--- config.mk ---
export PLATFORM = sky130hd
export DESIGN_NAME = p2pna_ctrl
export DESIGN_NICKNAME = d
export VERILOG_FILES = /design/src/sv/assert_macros.svh /design/src/sv/p2pna_pkg.sv /design/src/sv/p2pna_ctrl.sv
export SDC_FILE = /design/constraint.sdc
export NUM_CORES = 1
export LEC_CHECK = 0
export ABC_AREA = 1
export BUFFER_PORTS_ARGS = -buffer_cell sky130_fd_sc_hd__buf_2
export CORE_MARGIN = 8
export CORE_UTILIZATION = 44
export CTS_CLUSTER_DIAMETER = 100
export DETAILED_ROUTE_END_ITERATION = 7
export HOLD_SLACK_MARGIN = 0.05
export PLACE_DENSITY = 0.68
export SYNTH_ARGS = -nofsm -noshare
export SYNTH_HDL_FRONTEND = slang
export SYNTH_SLANG_ARGS = --single-unit
--- constraint.sdc ---
create_clock -name clk -period 1.1 [get_ports clk]
set_input_delay 0.165 -clock clk [delete_from_list [all_inputs] [get_ports clk]]
set_output_delay 0.165 -clock clk [all_outputs]
set_load 0.005 [all_outputs]
--- src/sv/assert_macros.svh ---
// Assertion helpers for the normal-equation accumulator.
`ifndef ASSERT_MACROS_SVH
`define ASSERT_MACROS_SVH

// Check on every rising clock edge, reset included.
`define P2PNA_ASSERT_ALWAYS(label, prop, msg) \
    label: assert property (@(posedge clk) prop) else $error(msg);

// Check outside reset only.
`define P2PNA_ASSERT(label, prop, msg) \
    label: assert property (@(posedge clk) disable iff (!rst_n) prop) else $error(msg);

`endif

--- src/sv/p2pna_pkg.sv ---
`default_nettype none
package p2pna_pkg;

    localparam int COORD_W     = 24;
    localparam int NORM_W      = 16;
    localparam int GAIN_IN_W   = 16;
    localparam int ACC_WIDTH   = 64;
    localparam int VALUE_W     = 64;
    localparam int NUM_A       = 21;
    localparam int NUM_ENTRIES = 27;
    localparam int IDX_W       = 5;
    localparam int ROW_W       = 3;

    localparam logic [IDX_W-1:0] LAST_IDX  = IDX_W'(NUM_ENTRIES - 1);
    localparam logic [IDX_W-1:0] FIRST_B   = IDX_W'(NUM_A);
    localparam logic [IDX_W-1:0] FIRST_IDX = '0;

    // Front-end widths
    localparam int CP_W  = COORD_W + NORM_W;          // one cross-product term
    localparam int CR_W  = CP_W + 1;                  // cross-product difference
    localparam int DP_W  = COORD_W + 1 + NORM_W;      // (p - q) * n
    localparam int DS_W  = DP_W + 2;                  // three-term dot product
    localparam int WK_W  = 2 * GAIN_IN_W;
    localparam int WKK_W = 3 * GAIN_IN_W + 1;
    localparam int FMAG_W = 27;                       // rounded magnitude of f and d
    localparam int G_W   = 19;                        // gain magnitude

    // Term widths
    localparam int XW     = FMAG_W + G_W;
    localparam int HALF   = XW / 2;
    localparam int PP_W   = (XW - HALF) + FMAG_W;
    localparam int PM_W   = XW + FMAG_W + 1;
    localparam int TMAG_W = PM_W - 15;
    localparam int CMP_W  = (TMAG_W > ACC_WIDTH) ? TMAG_W : ACC_WIDTH;

    localparam logic [ROW_W-1:0] ENTRY_ROW [NUM_ENTRIES] = '{
        3'd0, 3'd0, 3'd0, 3'd0, 3'd0, 3'd0,
        3'd1, 3'd1, 3'd1, 3'd1, 3'd1,
        3'd2, 3'd2, 3'd2, 3'd2,
        3'd3, 3'd3, 3'd3,
        3'd4, 3'd4,
        3'd5,
        3'd0, 3'd1, 3'd2, 3'd3, 3'd4, 3'd5
    };

    localparam logic [ROW_W-1:0] ENTRY_COL [NUM_ENTRIES] = '{
        3'd0, 3'd1, 3'd2, 3'd3, 3'd4, 3'd5,
        3'd1, 3'd2, 3'd3, 3'd4, 3'd5,
        3'd2, 3'd3, 3'd4, 3'd5,
        3'd3, 3'd4, 3'd5,
        3'd4, 3'd5,
        3'd5,
        3'd0, 3'd0, 3'd0, 3'd0, 3'd0, 3'd0
    };

    typedef enum logic [3:0] {
        ST_IDLE,
        ST_FRONT1,
        ST_FRONT2,
        ST_FRONT3,
        ST_TERM_MUL,
        ST_TERM_PART,
        ST_TERM_SUM,
        ST_TERM_ACC,
        ST_EMIT
    } state_t;

    typedef struct packed {
        logic             load;
        logic             acc_we;
        logic             emit_take;
        logic [IDX_W-1:0] idx;
    } cmd_t;

    typedef struct packed {
        logic last;
    } stat_t;

endpackage
`default_nettype wire

--- src/sv/p2pna_ctrl.sv ---
`default_nettype none
module p2pna_ctrl (
    input  wire                clk,
    input  wire                rst_n,
    input  wire                in_valid,
    output logic               in_ready,
    output logic               out_valid,
    input  wire                out_ready,
    input  p2pna_pkg::stat_t   stat,
    output p2pna_pkg::cmd_t    cmd
);
    import p2pna_pkg::*;

    state_t           state_reg, state_next;
    logic [IDX_W-1:0] idx_reg, idx_next;

    always_ff @(posedge clk or negedge rst_n)
    begin
        if (!rst_n)
        begin
            state_reg <= ST_IDLE;
            idx_reg   <= FIRST_IDX;
        end
        else
        begin
            state_reg <= state_next;
            idx_reg   <= idx_next;
        end
    end

    // Next state
    always_comb
    begin
        state_next = state_reg;
        idx_next   = idx_reg;
        case (state_reg)
            ST_IDLE:
            begin
                if (in_valid)
                    state_next = ST_FRONT1;
            end
            ST_FRONT1:    state_next = ST_FRONT2;
            ST_FRONT2:    state_next = ST_FRONT3;
            ST_FRONT3:    state_next = ST_TERM_MUL;
            ST_TERM_MUL:  state_next = ST_TERM_PART;
            ST_TERM_PART: state_next = ST_TERM_SUM;
            ST_TERM_SUM:  state_next = ST_TERM_ACC;
            ST_TERM_ACC:
            begin
                if (idx_reg == LAST_IDX)
                begin
                    idx_next   = FIRST_IDX;
                    state_next = stat.last ? ST_EMIT : ST_IDLE;
                end
                else
                begin
                    idx_next   = idx_reg + IDX_W'(1);
                    state_next = ST_TERM_MUL;
                end
            end
            ST_EMIT:
            begin
                if (out_ready)
                begin
                    if (idx_reg == LAST_IDX)
                    begin
                        idx_next   = FIRST_IDX;
                        state_next = ST_IDLE;
                    end
                    else
                        idx_next = idx_reg + IDX_W'(1);
                end
            end
            default:
            begin
                state_next = ST_IDLE;
                idx_next   = FIRST_IDX;
            end
        endcase
    end

    // Outputs
    always_comb
    begin
        in_ready      = (state_reg == ST_IDLE);
        out_valid     = (state_reg == ST_EMIT);
        cmd.load      = in_valid && (state_reg == ST_IDLE);
        cmd.acc_we    = (state_reg == ST_TERM_ACC);
        cmd.emit_take = (state_reg == ST_EMIT) && out_ready;
        cmd.idx       = idx_reg;
    end

endmodule
`default_nettype wire

==> out/qor.txt <==
Result of the run -> finished, violations left
Violations in the final reports -> setup timing
Max Cap Violations -> 0
Overall fraction of global-route tracks in use -> 15.2%
Compound-Gate Fraction of Synth Area -> 7.59%
CTS buffer count -> 3
Flip-flop and latch count after synthesis -> 9
Layout cell share with drive strength beyond 1 -> 56.0%
DRC violations left -> 0
Initial antenna violation count -> 0
Core area -> 0.00128 sq mm
Synth warn -> 0
Top-level port count -> 15
Number of buffers added on ports -> 14
Met1 routed wirelength after detailed routing -> 771 microns
Setup CP Type -> flip-flop to primary output
Via-to-Cell Ratio -> 5.01
Total detailed-routing wirelength -> 1.90 mm
Level count of the clock H-tree -> 1
Tightest Hold Check Type -> input port to flip-flop
1st-iter DRT viols -> 17
Number of global-route vias before repair -> 649
Placed cell area -> 737 sq um
Deepest clock path buffer count -> 2
WL/cell -> 13.6 microns
Antenna-violating nets left -> 0
Instance count of the mapped netlist -> 85
Hold Violations, Final -> 0
Leakage -> 0.543 nW
TritonCTS Sinks -> 9
Maximum clock rate -> 766 MHz
Register area share after synthesis -> 38.0%
Data required time at the worst endpoint -> 0.94 ns
Slew HR -> 84.8%
Layout Area Growth over Synthesis -> 71.5%
Crit share post-route -> 119%
Share of the synthesized netlist area taken by xor and xnor gates -> 0%
Transition at the pin with the smallest max-transition slack -> 0.228 ns
Setup violators final -> 17
Largest register FFs -> 5
Arrival time at the worst endpoint -> 1.14 ns
Die boundary width -> 52.7 microns
TritonCTS clock tree -> yes
First-pass detailed-route iteration total -> 4
Synth Area in Simple Gates -> 40.7%
Synthesized cell area -> 593 sq um
Clock root buffer -> sky130_fd_sc_hd__clkbuf_4
Setup repair after global routing missed its margin -> yes
Category of the worst setup path launch point -> flip-flop
Placement Setup Slack -> -0.169 ns
Syn avg cell area -> 6.98 sq um
Post-synth top area cell -> sky130_fd_sc_hd__dfrtp_1
Most frequent standard cell in the layout excluding fill and tap cells -> sky130_fd_sc_hd__nand2_1
CTS clock-pin slew for the worst setup and hold paths -> 0.06 ns
Top routing layer in use -> met4
Met3 routed WL -> 78 microns
Overall power -> 0.631 mW
Top library cells by usage in the layout, fill and taps aside -> sky130_fd_sc_hd__nand2_1 (22), sky130_fd_sc_hd__buf_4 (14), sky130_fd_sc_hd__buf_6 (12)
Final Slew Violations -> 0
Cell types with the largest area share after synthesis -> sky130_fd_sc_hd__dfrtp_1 (38%), sky130_fd_sc_hd__nand2_1 (16%), sky130_fd_sc_hd__inv_1 (7.6%), sky130_fd_sc_hd__nor2_1 (5.7%), sky130_fd_sc_hd__nand3_1 (5.1%)
Fraction of synthesized cell area taken by the top area cell type -> 38.0%
RD Place Congestion -> 0.802
Largest family of logic cells by synthesized area -> simple AND/OR/NAND/NOR gates
Tightest hold margin -> 0.146 ns
Wire length of the first global-routing pass -> 3.05 mm
CP Capture Type -> primary output
Post-synthesis share of cell area spent on full adders, half adders and majority gates -> 4.22%
Worst skew pair latency -> 0.28 ns
Vert. Die Dim -> 52.7 microns
Max FO, Critical Path -> 3
PnR worst setup slack -> -0.206 ns
Number of different library cells in the post-synthesis netlist -> 18
Synthesized Nets -> 92
Max IR drop VDD -> 0.623 mV
Effective utilization at floorplan -> 46.2%
Std-Cell Rows -> 13
Worst clock skew -> 0.00912 ns
Largest net degree at the start of global routing -> 10
Total via count after detailed routing -> 701
Power per cell area -> 620 mW/mm^2
Final Critical Period -> 1.31 ns
Overflow left after global routing -> 0
Detailed-routed wire length on met2 -> 985 microns
N_diodes -> 0
Area of all placed cells without fillers -> 0.00102 sq mm
Net total in the final layout -> 133
DP HPWL -> 1.17 mm
Die Outline Area -> 0.00278 sq mm
Share of cell area taken by muxes after synthesis -> 0%
[logic make-up after synthesis]
| logic type | Yosys count |
|---|---|
| AO/OA/AOI/OAI | 7 |
| adder cells (fa/ha/maj) | 2 |
| buffers and inverters | 15 |
| AND/OR/NAND/NOR | 52 |
| flip-flops | 9 |
[stage by stage]
step           cells  util, %  setup TNS (ns)
2_1_floorplan     85        -          -0.205
3_3_place_gp     121     57.4          -0.580
3_5_place_dp     121     57.4          -0.895
4_1_cts          137     74.6           -1.62
5_1_grt          140     79.2           -2.97
6_report         140     79.2           -2.06
[synthesized netlist by cell type]
master	instances
sky130_fd_sc_hd__o21bai_2	1
sky130_fd_sc_hd__inv_1	12
sky130_fd_sc_hd__nor2_2	1
sky130_fd_sc_hd__nor2_4	1
sky130_fd_sc_hd__nand2_4	1
sky130_fd_sc_hd__nand4_1	3
sky130_fd_sc_hd__nand3_1	6
sky130_fd_sc_hd__nand2_1	26
sky130_fd_sc_hd__o21ai_1	3
sky130_fd_sc_hd__o21ai_0	2
sky130_fd_sc_hd__nor2_1	9
sky130_fd_sc_hd__nand3_2	1
sky130_fd_sc_hd__inv_2	3
sky130_fd_sc_hd__nor3_1	2
sky130_fd_sc_hd__ha_1	2
sky130_fd_sc_hd__nand2_2	2
sky130_fd_sc_hd__o21ai_2	1
sky130_fd_sc_hd__dfrtp_1	9
[metal layers]
| metal | up-vias | GRT usage, % |
|---|---|---|
| met3 | 6 | 2.56 |
| li1 | 346 | - |
| met4 | 0 | 11.6 |
| met2 | 23 | 23.1 |
| met1 | 326 | 18.3 |
| met5 | - | 0 |
[worst max-delay path: stages, from the launching register on]
cell	delay, ns
sky130_fd_sc_hd__dfrtp_1	0.42
sky130_fd_sc_hd__inv_2	0.11
sky130_fd_sc_hd__nand2_2	0.08
sky130_fd_sc_hd__nor2_1	0.13
sky130_fd_sc_hd__buf_2	0.13
[path summary, 6_finish.rpt]
| kind | from | end | slack (ns) | cells after the start |
|---|---|---|---|---|
| worst max-delay path | state_reg[3] | in_ready | -0.21 | 4 |
| max in group asynchronous | rst_n | state_reg[1] | 0.62 | 2 |
| worst min-delay path | stat | state_reg[3] | 0.15 | 3 |
| worst max register to register | idx_reg[0] | state_reg[0] | -0.16 | 6 |
| min in group asynchronous | rst_n | idx_reg[4] | 0.27 | 2 |
| worst min register to register | idx_reg[3] | idx_reg[3] | 0.57 | 2 |
[cell type report]
cell class                 instances  area [sq um]
clock buffer                       4          26.3
fill                              86           268
inverter                          15          56.3
multi-input combinational         62           394
sequential                         9           231
tap                               15          18.8
timing repair buffer              35           290
[repair_timing]
action | in CTS | in global routing
gates cloned | 1 | 0
endpoints found under the hold margin | 9 | 0
pin swaps | 14 | 6
resized for setup | 29 | 12
hold buffers | 1 | 0
setup buffers | 10 | 4
endpoints found under the setup margin | 17 | 18
[where the power goes]
part           switching, mW  total [mW]  internal (mW)
Combinational         0.0123      0.0202        0.00791
Clock                  0.139       0.280          0.141
Sequential                 0       0.331          0.331
(Power assumes the default switching activity.)
